--- config.mk ---
export PLATFORM = sky130hd
export DESIGN_NAME = rtc_seconds_counter_alarm_top_flat
export DESIGN_NICKNAME = d
export VERILOG_FILES = /design/src/hdl/rtcsc_pkg.sv /design/src/hdl/rtcsc_if.sv /design/src/hdl/rtc_seconds_counter_alarm_top.sv /design/src/flat_wrapper.sv
export SDC_FILE = /design/constraint.sdc
export NUM_CORES = 1
export LEC_CHECK = 0
export ABC_AREA = 1
export BUFFER_PORTS_ARGS = -buffer_cell sky130_fd_sc_hd__buf_4
export CORE_ASPECT_RATIO = 0.9
export CORE_MARGIN = 2
export CORE_UTILIZATION = 64
export DETAILED_ROUTE_END_ITERATION = 8
export PLACE_DENSITY = 0.8
export REMOVE_ABC_BUFFERS = 1
export SLEW_MARGIN = 20
export SYNTH_ARGS = -nofsm -noshare
export SYNTH_HDL_FRONTEND = slang
export SYNTH_SLANG_ARGS = --single-unit
export TNS_END_PERCENT = 100
--- constraint.sdc ---
create_clock -name clk -period 7.7 [get_ports clk]
set_input_delay 1.155 -clock clk [delete_from_list [all_inputs] [get_ports clk]]
set_output_delay 1.155 -clock clk [all_outputs]
set_load 0.02 [all_outputs]
--- src/hdl/rtcsc_pkg.sv ---
// Package for the RTC seconds counter: command and register codes, constants.
`default_nettype none
package rtcsc_pkg;

  typedef enum logic [1:0] {
    CMD_TICK  = 2'd0,
    CMD_READ  = 2'd1,
    CMD_WRITE = 2'd2
  } cmd_t;

  typedef enum logic [2:0] {
    REG_CTRL_LOW   = 3'd0,
    REG_CTRL_HIGH  = 3'd1,
    REG_CNT_HIGH   = 3'd2,
    REG_CNT_LOW    = 3'd3,
    REG_ALARM_HIGH = 3'd4,
    REG_ALARM_LOW  = 3'd5
  } reg_idx_t;

  // ctrl_low / ctrl_high bit positions
  localparam int CTRL_SECF_BIT  = 0;
  localparam int CTRL_ALRF_BIT  = 1;
  localparam int CTRL_SYNC_BIT  = 3;
  localparam int CTRL_CNF_BIT   = 4;
  localparam int CTRL_DONE_BIT  = 5;
  localparam int CTRL_ALRIE_BIT = 1;

  localparam logic [19:0] PRESCALER_RESET = 20'd32768;
  localparam logic [31:0] ALARM_RESET     = 32'hFFFF_FFFF;

  // count / 3600 = (count >> 4) / 225, via reciprocal 2^35 / 225 plus one correction
  localparam logic [27:0] HOUR_RECIP    = 28'd152709948;
  localparam int          HOUR_SHIFT    = 35;
  localparam logic [11:0] SECS_PER_HOUR = 12'd3600;

  // rem / 60 exact for rem < 3600 with reciprocal 4370 / 2^18
  localparam logic [12:0] MIN_RECIP = 13'd4370;
  localparam int          MIN_SHIFT = 18;

endpackage
`default_nettype wire

--- src/hdl/rtcsc_if.sv ---
// Request and result channel interfaces of the RTC seconds counter.
`default_nettype none
interface rtcsc_req_if;
  logic        valid;
  logic        ready;
  logic [1:0]  cmd;
  logic [2:0]  reg_index;
  logic [15:0] write_data;

  modport source (output valid, output cmd, output reg_index, output write_data,
                  input ready);
  modport sink   (input valid, input cmd, input reg_index, input write_data,
                  output ready);
endinterface

interface rtcsc_rsp_if;
  logic        valid;
  logic        ready;
  logic [15:0] read_data;
  logic [20:0] hours;
  logic [5:0]  minutes;
  logic [5:0]  secs;
  logic        alarm_irq;

  modport source (output valid, output read_data, output hours, output minutes,
                  output secs, output alarm_irq, input ready);
  modport sink   (input valid, input read_data, input hours, input minutes,
                  input secs, input alarm_irq, output ready);
endinterface
`default_nettype wire

--- src/hdl/rtc_seconds_counter_alarm_top.sv ---
// RTC seconds counter with alarm: register state and time-split result pipeline.
//
//  channel | dir | handshake        | payload
//  --------+-----+------------------+-------------------------------------------
//  req     | in  | valid / ready    | cmd, reg_index, write_data
//  rsp     | out | valid / ready    | read_data, hours, minutes, secs, alarm_irq
//  cfg     | in  | cfg_we           | cfg_wdata (prescaler reload)
//
// One request per cycle while req is ready; the state updates in the cycle the
// request is taken. Its result passes five register stages (s1, s2, s3, s4,
// out); the hours/minutes/seconds split sets the depth (reciprocal multiply,
// remainder, correction, minute split).
// rst is synchronous: clears state (alarm to all ones), prescaler reload 32768.
// A stalled rsp holds; empty stages keep filling, so req stays ready until
// all five stages are full.
`default_nettype none
module rtc_seconds_counter_alarm_top
  import rtcsc_pkg::*;
#(
  parameter int DIVIDER_BITS = 20
) (
  input  wire logic        clk,
  input  wire logic        rst,
  rtcsc_req_if.sink        req,
  rtcsc_rsp_if.source      rsp,
  input  wire logic        cfg_we,
  input  wire logic [19:0] cfg_wdata
);

  logic [19:0]             prescaler_reload;
  logic [31:0]             seconds_count, seconds_count_next;
  logic [DIVIDER_BITS-1:0] divider, divider_next;
  logic [31:0]             alarm_value, alarm_value_next;
  logic                    config_mode, config_mode_next;
  logic                    alarm_flag, alarm_flag_next;
  logic                    second_flag, second_flag_next;
  logic                    sync_flag, sync_flag_next;
  logic                    alarm_irq_enable, alarm_irq_enable_next;
  logic [15:0]             rd_next;
  logic [DIVIDER_BITS-1:0] reload_val;
  logic [31:0]             count_inc;
  logic                    req_fire;

  // pipeline stages
  logic        v1, v2, v3, v4, vo;
  logic        en1, en2, en3, en4, eno;
  logic [31:0] s1_count, s2_count;
  logic [15:0] s1_rd, s2_rd, s3_rd, s4_rd;
  logic        s1_irq, s2_irq, s3_irq, s4_irq;
  logic [20:0] s2_q, s3_q, s4_hours;
  logic [12:0] s3_rem;
  logic [11:0] s4_rem;
  logic [55:0] hour_prod;
  logic [31:0] hour_secs, hour_diff;
  logic [24:0] min_prod;
  logic [5:0]  min_val;
  logic [11:0] min_secs, sec_full;
  logic [15:0] out_rd;
  logic [20:0] out_hours;
  logic [5:0]  out_minutes, out_secs;
  logic        out_irq;

  assign eno = !vo || rsp.ready;
  assign en4 = !v4 || eno;
  assign en3 = !v3 || en4;
  assign en2 = !v2 || en3;
  assign en1 = !v1 || en2;
  assign req.ready = en1;
  assign req_fire  = req.valid && en1;

  assign reload_val = DIVIDER_BITS'(prescaler_reload);
  assign count_inc  = seconds_count + 32'd1;

  always_comb begin
    seconds_count_next    = seconds_count;
    divider_next          = divider;
    alarm_value_next      = alarm_value;
    config_mode_next      = config_mode;
    alarm_flag_next       = alarm_flag;
    second_flag_next      = second_flag;
    sync_flag_next        = sync_flag;
    alarm_irq_enable_next = alarm_irq_enable;
    rd_next               = 16'd0;
    case (cmd_t'(req.cmd))
      CMD_TICK: begin
        sync_flag_next = 1'b1;
        if (!config_mode) begin
          if (divider == '0) begin
            divider_next       = reload_val;
            seconds_count_next = count_inc;
            second_flag_next   = 1'b1;
            if (count_inc == alarm_value) alarm_flag_next = 1'b1;
          end else begin
            divider_next = divider - DIVIDER_BITS'(1);
          end
        end
      end
      CMD_READ: begin
        case (reg_idx_t'(req.reg_index))
          REG_CTRL_LOW: begin
            rd_next[CTRL_SECF_BIT] = second_flag;
            rd_next[CTRL_ALRF_BIT] = alarm_flag;
            rd_next[CTRL_SYNC_BIT] = sync_flag;
            rd_next[CTRL_CNF_BIT]  = config_mode;
            rd_next[CTRL_DONE_BIT] = 1'b1;
          end
          REG_CTRL_HIGH:  rd_next[CTRL_ALRIE_BIT] = alarm_irq_enable;
          REG_CNT_HIGH:   rd_next = seconds_count[31:16];
          REG_CNT_LOW:    rd_next = seconds_count[15:0];
          REG_ALARM_HIGH: rd_next = alarm_value[31:16];
          REG_ALARM_LOW:  rd_next = alarm_value[15:0];
          default:        rd_next = 16'd0;
        endcase
      end
      CMD_WRITE: begin
        case (reg_idx_t'(req.reg_index))
          REG_CTRL_LOW: begin
            if (!req.write_data[CTRL_SECF_BIT]) second_flag_next = 1'b0;
            if (!req.write_data[CTRL_ALRF_BIT]) alarm_flag_next  = 1'b0;
            if (!req.write_data[CTRL_SYNC_BIT]) sync_flag_next   = 1'b0;
            config_mode_next = req.write_data[CTRL_CNF_BIT];
          end
          REG_CTRL_HIGH: alarm_irq_enable_next = req.write_data[CTRL_ALRIE_BIT];
          REG_CNT_HIGH: begin
            if (config_mode) seconds_count_next[31:16] = req.write_data;
          end
          REG_CNT_LOW: begin
            if (config_mode) seconds_count_next[15:0] = req.write_data;
          end
          REG_ALARM_HIGH: begin
            if (config_mode) alarm_value_next[31:16] = req.write_data;
          end
          REG_ALARM_LOW: begin
            if (config_mode) alarm_value_next[15:0] = req.write_data;
          end
          default: ;
        endcase
      end
      default: ;
    endcase
  end

  always_ff @(posedge clk) begin
    if (rst) begin
      prescaler_reload <= PRESCALER_RESET;
    end else if (cfg_we) begin
      prescaler_reload <= cfg_wdata;
    end
  end

  always_ff @(posedge clk) begin
    if (rst) begin
      seconds_count    <= 32'd0;
      divider          <= '0;
      alarm_value      <= ALARM_RESET;
      config_mode      <= 1'b0;
      alarm_flag       <= 1'b0;
      second_flag      <= 1'b0;
      sync_flag        <= 1'b0;
      alarm_irq_enable <= 1'b0;
    end else if (req_fire) begin
      seconds_count    <= seconds_count_next;
      divider          <= divider_next;
      alarm_value      <= alarm_value_next;
      config_mode      <= config_mode_next;
      alarm_flag       <= alarm_flag_next;
      second_flag      <= second_flag_next;
      sync_flag        <= sync_flag_next;
      alarm_irq_enable <= alarm_irq_enable_next;
    end
  end

  // stage valids
  always_ff @(posedge clk) begin
    if (rst) begin
      v1 <= 1'b0;
      v2 <= 1'b0;
      v3 <= 1'b0;
      v4 <= 1'b0;
      vo <= 1'b0;
    end else begin
      if (en1) v1 <= req.valid;
      if (en2) v2 <= v1;
      if (en3) v3 <= v2;
      if (en4) v4 <= v3;
      if (eno) vo <= v4;
    end
  end

  assign hour_prod = s1_count[31:4] * HOUR_RECIP;
  assign hour_secs = 32'(s2_q) * 32'(SECS_PER_HOUR);
  assign hour_diff = s2_count - hour_secs;
  assign min_prod  = 25'(s4_rem) * 25'(MIN_RECIP);
  assign min_val   = min_prod[MIN_SHIFT+5:MIN_SHIFT];
  assign min_secs  = {min_val, 6'd0} - {4'd0, min_val, 2'd0};
  assign sec_full  = s4_rem - min_secs;

  always_ff @(posedge clk) begin
    if (en1) begin
      s1_count <= seconds_count_next;
      s1_rd    <= rd_next;
      s1_irq   <= alarm_flag_next && alarm_irq_enable_next;
    end
    if (en2) begin
      s2_count <= s1_count;
      s2_q     <= hour_prod[HOUR_SHIFT+20:HOUR_SHIFT];
      s2_rd    <= s1_rd;
      s2_irq   <= s1_irq;
    end
    if (en3) begin
      s3_q   <= s2_q;
      s3_rem <= hour_diff[12:0];
      s3_rd  <= s2_rd;
      s3_irq <= s2_irq;
    end
    if (en4) begin
      if (s3_rem >= 13'(SECS_PER_HOUR)) begin
        s4_hours <= s3_q + 21'd1;
        s4_rem   <= 12'(s3_rem - 13'(SECS_PER_HOUR));
      end else begin
        s4_hours <= s3_q;
        s4_rem   <= s3_rem[11:0];
      end
      s4_rd  <= s3_rd;
      s4_irq <= s3_irq;
    end
    if (eno) begin
      out_rd      <= s4_rd;
      out_hours   <= s4_hours;
      out_minutes <= min_val;
      out_secs    <= sec_full[5:0];
      out_irq     <= s4_irq;
    end
  end

  assign rsp.valid     = vo;
  assign rsp.read_data = out_rd;
  assign rsp.hours     = out_hours;
  assign rsp.minutes   = out_minutes;
  assign rsp.secs      = out_secs;
  assign rsp.alarm_irq = out_irq;

endmodule
`default_nettype wire

--- src/flat_wrapper.sv ---
// flat-port wrapper written by rule: the top's interface ports become plain ports
module rtc_seconds_counter_alarm_top_flat import rtcsc_pkg::*;
#(
  parameter int DIVIDER_BITS = 20
)
  (clk, rst, cfg_we, cfg_wdata, req_valid, req_cmd, req_reg_index, req_write_data, req_ready, rsp_valid, rsp_read_data, rsp_hours, rsp_minutes, rsp_secs, rsp_alarm_irq, rsp_ready);
  rtcsc_req_if req_i ();
  rtcsc_rsp_if rsp_i ();
  input  wire logic clk;
  input  wire logic rst;
  input  wire logic cfg_we;
  input  wire logic [19:0] cfg_wdata;
  input wire logic [$bits(req_i.valid)-1:0] req_valid;
  input wire logic [$bits(req_i.cmd)-1:0] req_cmd;
  input wire logic [$bits(req_i.reg_index)-1:0] req_reg_index;
  input wire logic [$bits(req_i.write_data)-1:0] req_write_data;
  output wire logic [$bits(req_i.ready)-1:0] req_ready;
  output wire logic [$bits(rsp_i.valid)-1:0] rsp_valid;
  output wire logic [$bits(rsp_i.read_data)-1:0] rsp_read_data;
  output wire logic [$bits(rsp_i.hours)-1:0] rsp_hours;
  output wire logic [$bits(rsp_i.minutes)-1:0] rsp_minutes;
  output wire logic [$bits(rsp_i.secs)-1:0] rsp_secs;
  output wire logic [$bits(rsp_i.alarm_irq)-1:0] rsp_alarm_irq;
  input wire logic [$bits(rsp_i.ready)-1:0] rsp_ready;
  assign req_i.valid = req_valid;
  assign req_i.cmd = req_cmd;
  assign req_i.reg_index = req_reg_index;
  assign req_i.write_data = req_write_data;
  assign req_ready = req_i.ready;
  assign rsp_valid = rsp_i.valid;
  assign rsp_read_data = rsp_i.read_data;
  assign rsp_hours = rsp_i.hours;
  assign rsp_minutes = rsp_i.minutes;
  assign rsp_secs = rsp_i.secs;
  assign rsp_alarm_irq = rsp_i.alarm_irq;
  assign rsp_i.ready = rsp_ready;
  rtc_seconds_counter_alarm_top #(.DIVIDER_BITS(DIVIDER_BITS)) u_core (.clk(clk), .rst(rst), .req(req_i), .rsp(rsp_i), .cfg_we(cfg_we), .cfg_wdata(cfg_wdata));
endmodule
Word level (Yosys, flattened, before mapping) --
Cells that the tools add are included.
Storage, ports and cells: register bits 365, bits of input ports 46, output and inout port bits 52, logic and storage cells 113
Operators by class: add/sub/neg operators 7, multipliers 3, order comparisons 1, equal/unequal tests 13, multiplexer cells 31, bitwise gates (word level) 1, reductions and logical operators 22
Operator list (count):
- 16-bit two-way mux | 4
- 32-bit two-way mux | 2
- 32-bit case mux with 2 select lines | 1
- 28-bit by 26-bit multiplier with 54-bit output, second input constant | 1
- 10-bit case mux with 4 select lines | 1
- 32-bit by 1-bit adder with 32-bit output, second input constant | 1
- 32-bit == test | 1
- 12-bit by 12-bit multiplier with 23-bit output, second input constant | 1
- 21-bit by 1-bit adder with 21-bit output, second input constant | 1
- 21-bit by 8-bit multiplier with 9-bit output, second input constant | 1
- 21-bit two-way mux | 1
- 20-bit zero test | 1
- 20-bit two-way mux | 1
- 20-bit by 1-bit subtractor with 20-bit output, second input constant | 1
- 3-bit case mux with 5 select lines | 1
- 13-bit by 12-bit greater-or-equal comparator with 1-bit output, second input constant | 1
- 1-bit two-way mux | 13
- 13-bit subtractor | 1
- 12-bit two-way mux | 1
- 4-bit AND reduction | 3
- 12-bit subtractor, second input constant | 1
- 2-bit inequality test, second input constant | 4
- 3-bit by 2-bit == test with 1-bit output, second input constant | 2
- 3-bit == test, second input constant | 2
- other kinds (19) | 31

Logic depth before layout (Yosys ltp) --
depth in word-level cells 8, depth in mapped cells 26, gate-level depth less buffers 26

Worst setup path before layout --
OpenSTA, ideal clock, no wires.
path kind input to output, from input port rsp_ready, to output port req_ready, arrival time 4.992 ns, data required time 6.545 ns, setup slack 1.553 ns, stages 10, buffers on the path 0, path through nor2_1 > inv_2 > nor2_2 > inv_2 > nor2_2 > inv_2 > nor2_2 > inv_2 > nor2_4 > inv_1
Between the ends: word-level cells in the longest chain between the ends 5
Ends and longest elaborated chain:
- from (decl) | line flat_wrapper.sv:24 | input wire logic [$bits(rsp_i.ready)-1:0] rsp_ready;
- 1-bit logical OR | line rtc_seconds_counter_alarm_top.sv:63 | assign eno = !vo || rsp.ready;
- via u_core.eno | line rtc_seconds_counter_alarm_top.sv:46 | logic en1, en2, en3, en4, eno;
- 1-bit logical OR | line rtc_seconds_counter_alarm_top.sv:64 | assign en4 = !v4 || eno;
- via u_core.en4 | line rtc_seconds_counter_alarm_top.sv:46
- 1-bit logical OR | line rtc_seconds_counter_alarm_top.sv:65 | assign en3 = !v3 || en4;
- via u_core.en3 | line rtc_seconds_counter_alarm_top.sv:46
- 1-bit logical OR | line rtc_seconds_counter_alarm_top.sv:66 | assign en2 = !v2 || en3;
- via u_core.en2 | line rtc_seconds_counter_alarm_top.sv:46
- 1-bit logical OR | line rtc_seconds_counter_alarm_top.sv:67 | assign en1 = !v1 || en2;
- to (decl) | line flat_wrapper.sv:17 | output wire logic [$bits(req_i.ready)-1:0] req_ready;
The timed path passes the listed nets, and every way through them passes these cells.

Worst setup path after layout --
from register u_core.s1_count[16], to register u_core.s2_q[20], data pin
Between the ends: word-level cells in the longest chain between the ends 1
Ends and longest elaborated chain:
- from (decl) | line rtc_seconds_counter_alarm_top.sv:47 | logic [31:0] s1_count, s2_count;
- from (signal assigned) | line rtc_seconds_counter_alarm_top.sv:200 | s1_count <= seconds_count_next;
- 28-bit by 26-bit multiplier with 54-bit output | line rtc_seconds_counter_alarm_top.sv:190 | assign hour_prod = s1_count[31:4] * HOUR_RECIP;
- via u_core.hour_prod[55] | line rtc_seconds_counter_alarm_top.sv:53 | logic [55:0] hour_prod;
- to (signal assigned) | line rtc_seconds_counter_alarm_top.sv:206 | s2_q <= hour_prod[HOUR_SHIFT+20:HOUR_SHIFT];
- to (decl) | line rtc_seconds_counter_alarm_top.sv:50 | logic [20:0] s2_q, s3_q, s4_hours;
The timed path passes the listed nets, and every way through them passes these cells. A chain may end at the register's enable or synchronous reset.

==> metrics.md <==
| Metric | Value |
|---|---|
| Status | complete, no violations |
| Area overhead of the layout relative to synthesis | 8.693% |
| Min Clock Period, post-route | 6.511 ns |
| Met1 layer usage reported by global route | 49.09% |
| Number of filler instances in the final layout | 3414 |
| Final number of hold-violating endpoints | 0 |
| Insertion delay of the later-clocked pin in the worst-skew pair | 0.60 ns |
| TritonCTS Sinks | 365 |
| DR pass1 iterations | 7 |
| Tcrit/Tclk final | 84.56% |
| Average footprint of a synthesized cell | 9.272 sq um |
| Die X | 234.3 microns |
| Number of buffers created by CTS | 39 |
| Die Footprint | 49490 sq um |
| Die Span Y | 211.2 microns |
| List of most frequent post-synthesis cells | sky130_fd_sc_hd__inv_1 (700), sky130_fd_sc_hd__nand2_1 (450), sky130_fd_sc_hd__ha_1 (381), sky130_fd_sc_hd__fa_1 (257), sky130_fd_sc_hd__edfxtp_1 (251) |
| Initial antenna violation count | 0 |
| Root buffer cell | sky130_fd_sc_hd__clkbuf_16 |
| Via count of the first global-routing pass | 24230 |
| Port-buffer cells | 97 |
| Post-synth top area cell | sky130_fd_sc_hd__edfxtp_1 |
| Type of the worst setup path | reg -> reg |
| Clock Skew | 0.02182 ns |
| TritonCTS clock tree | yes |
| Sequential cell area | 9819 sq um |
| Final setup violation count | 0 |
| Number of setup buffers added after CTS | 0 |
| Congestion Overflow GR | 0 |
| DRC errors left | 0 |
| Fraction of final layout cells sized beyond drive strength 1 | 7.537% |
| CTS clk-pin slew, worst paths | 0.06 ns |
| Reported max-cap violation count | 0 |
| Total via count in the routed design | 23880 |
| Number of nets at the end of the flow | 4076 |
| Weighted congestion at the end of routability-driven global placement | 1.052 |
| Sequential share of the synthesized area | 32.15% |
| Flip-flop and latch count after synthesis | 365 |
| Max_slew headroom | 20.95% |
| I/O pin count | 98 |
| Met2 layer usage reported by global route | 58.98% |
| Dominant synthesized flop cell | sky130_fd_sc_hd__edfxtp_1 |
| Ratio of routed vias to standard cells | 5.911 |
| Unrepaired setup endpoints after global routing | false |
| Effective utilization at floorplan | 65.22% |
| Highest Clock Rate | 153.6 MHz |
| Startpoint type of the worst setup path | register |
| Total area of multi-input combinational cells | 17760 sq um |
| Count of pins over their slew limit | 0 |
| Setup TNS | 0 ns |
| Cell types occupying the most area after synthesis | sky130_fd_sc_hd__edfxtp_1 (25%), sky130_fd_sc_hd__fa_1 (17%), sky130_fd_sc_hd__ha_1 (16%) |
| Crit path arrival time | 6.83 ns |
| Yosys synthesis warning count | 0 |
| Critical path data required time | 8.02 ns |
| Routed length per placed instance | 21.96 microns |
| Count of cells resized by post-cts repair | 0 |
| Number of buffers on the longest clock path | 3 |
| Type of the worst min-delay path | reg -> reg |
| Most congested layer reported by global routing | met2 |
| Wire length after detailed routing | 88710 microns |
| Initial drt markers | 2402 |
| Floorplan Core Area | 46830 sq um |
| Worst setup EP type | register |
| Post-Syn Area | 30540 sq um |
| Critical path fanouts, max | 11 |
| Number of enable-type register cells in the synthesized netlist | 251 |
| Global-route wire length before repair | 136800 microns |
| Number of antenna diodes | 0 |
| Detailed-placement wirelength estimate | 69670 microns |
| Final ANT Viol Nets | 0 |
| Met3 usage | 7.451% |
| Total power per unit cell area | 388.7 nW/um^2 |
| Pin count of the biggest net entering global routing | 67 |
| Max IR drop VDD | 0.3727 mV |
| Synth cell types | 60 |
| GRT Util Overall | 36.79% |
| Ys async rst share | 0% |
| LEAKAGE | 16.82 nW |
| Slew at the pin closest to its max-slew limit | 1.181 ns |
| Leading cell type by number of instances after synthesis | sky130_fd_sc_hd__inv_1 |
| H-tree depth reported by CTS | 2 |
| Row count | 75 |
| Post-route core utilization | 70.89% |
| Post-synthesis instance total | 3294 |
| Yosys top cell area share | 24.68% |
| Number of hold buffers added after cts | 0 |
cells in the final DEF (no fill, tap or decap), drive strengths merged, types with 28 or more instances in the layout:
cell    Yosys  final
dfxtp     114    114
clkbuf     38     49
ha        381    381
fa        257    257
buf        23    118
o21ai     175    175
xor2       61     61
nor2      251    251
a31oi      28     28
nand3     102    102
a21oi     204    204
inv       709    712
nand2     457    457
edfxtp    251    251
xnor2      36     36
worst max-delay path, cell delays in order, from the launching register on:
cell and delay (ns):
sky130_fd_sc_hd__edfxtp_1 0.75, sky130_fd_sc_hd__ha_1 0.42, sky130_fd_sc_hd__xnor2_1 0.27, sky130_fd_sc_hd__inv_1 0.07
sky130_fd_sc_hd__ha_1 0.33, sky130_fd_sc_hd__ha_1 0.30, sky130_fd_sc_hd__inv_1 0.05, sky130_fd_sc_hd__fa_1 0.46
sky130_fd_sc_hd__fa_1 0.50, sky130_fd_sc_hd__inv_1 0.06, sky130_fd_sc_hd__fa_1 0.53, sky130_fd_sc_hd__inv_1 0.05
sky130_fd_sc_hd__fa_1 0.53, sky130_fd_sc_hd__inv_1 0.04, sky130_fd_sc_hd__ha_1 0.31, sky130_fd_sc_hd__nand2_1 0.09
sky130_fd_sc_hd__nor2_1 0.18, sky130_fd_sc_hd__inv_1 0.08, sky130_fd_sc_hd__nor4_1 0.44, sky130_fd_sc_hd__nand2_1 0.10
sky130_fd_sc_hd__o211ai_1 0.36, sky130_fd_sc_hd__a21oi_1 0.14, sky130_fd_sc_hd__xor2_1 0.17
state kept, by name, indices dropped and copies added, names as in the netlist, 21 cells and up:
| register | flops |
|---|---|
| u_core.alarm_value | 32 |
| u_core.s1_count | 32 |
| u_core.s2_q | 21 |
| u_core.seconds_count | 32 |
| u_core.s3_q | 21 |
| u_core.rsp.hours | 21 |
| u_core.s4_hours | 21 |
path summary, 6_finish.rpt:
| path | start | end | slack (ns) | depth (start not counted) |
|---|---|---|---|---|
| max reg2reg | u_core.s1_count[16] | u_core.s2_q[20] | 1.19 | 22 |
| max | u_core.s1_count[16] | u_core.s2_q[20] | 1.19 | 22 |
| min | u_core.s3_rd[15] | u_core.s4_rd[15] | 0.41 | 0 |
| min reg2reg | u_core.s3_rd[15] | u_core.s4_rd[15] | 0.41 | 0 |
power breakdown:
part	internal, mW	switching (mW)
registers	2.63	0.314
clock network	1.07	0.843
logic	2.93	5.12
cells by family (layout without fill, tap and decap cells):
group	count (synthesis)	in the layout	share of synthesized area, %
adders and majority gates	638	638	32.45
xor gates and xnor gates	98	98	2.880
muxes	1	1	0.03277
DFF	365	365	32.15
and+or+nand+nor	884	884	12.50
AOI/OAI and AO/OA	536	536	10.28
buffers and inverters	772	901	9.701
per-layer routing:
metal / wire, microns / up-vias
li1: - / 10980
met1: 35790 / 11460
met2: 41140 / 1188
met3: 7763 / 248
met4: 4016 / 0
met5: 0 / -
through the flow:
step                area, sq um  setup slack [ns]  power, mW  hold slack (ns)  instances
finish                    33200             1.189      12.90           0.4115       4039
global route              33200            0.9136      13.99           0.4237       4039
CTS                       33200             1.271      12.77           0.4125       4039
detailed placement        31910             1.287      10.72           0.4045       3967
global placement          31910             1.361      10.41           0.4004       3967
floorplan                 30250             1.553      8.437           0.4003       3233
layout make-up:
class / count / share of cell area, %
clock buffers: 49 / 3.234
inverters: 711 / 8.043
clock inverters: 23 / 0.6407
multi-input cells: 2157 / 53.51
flip-flops and latches: 365 / 29.58
well taps: 616 / 2.322
repair buffers: 118 / 2.668
Note: power is estimated with default switching activity, not from simulation.
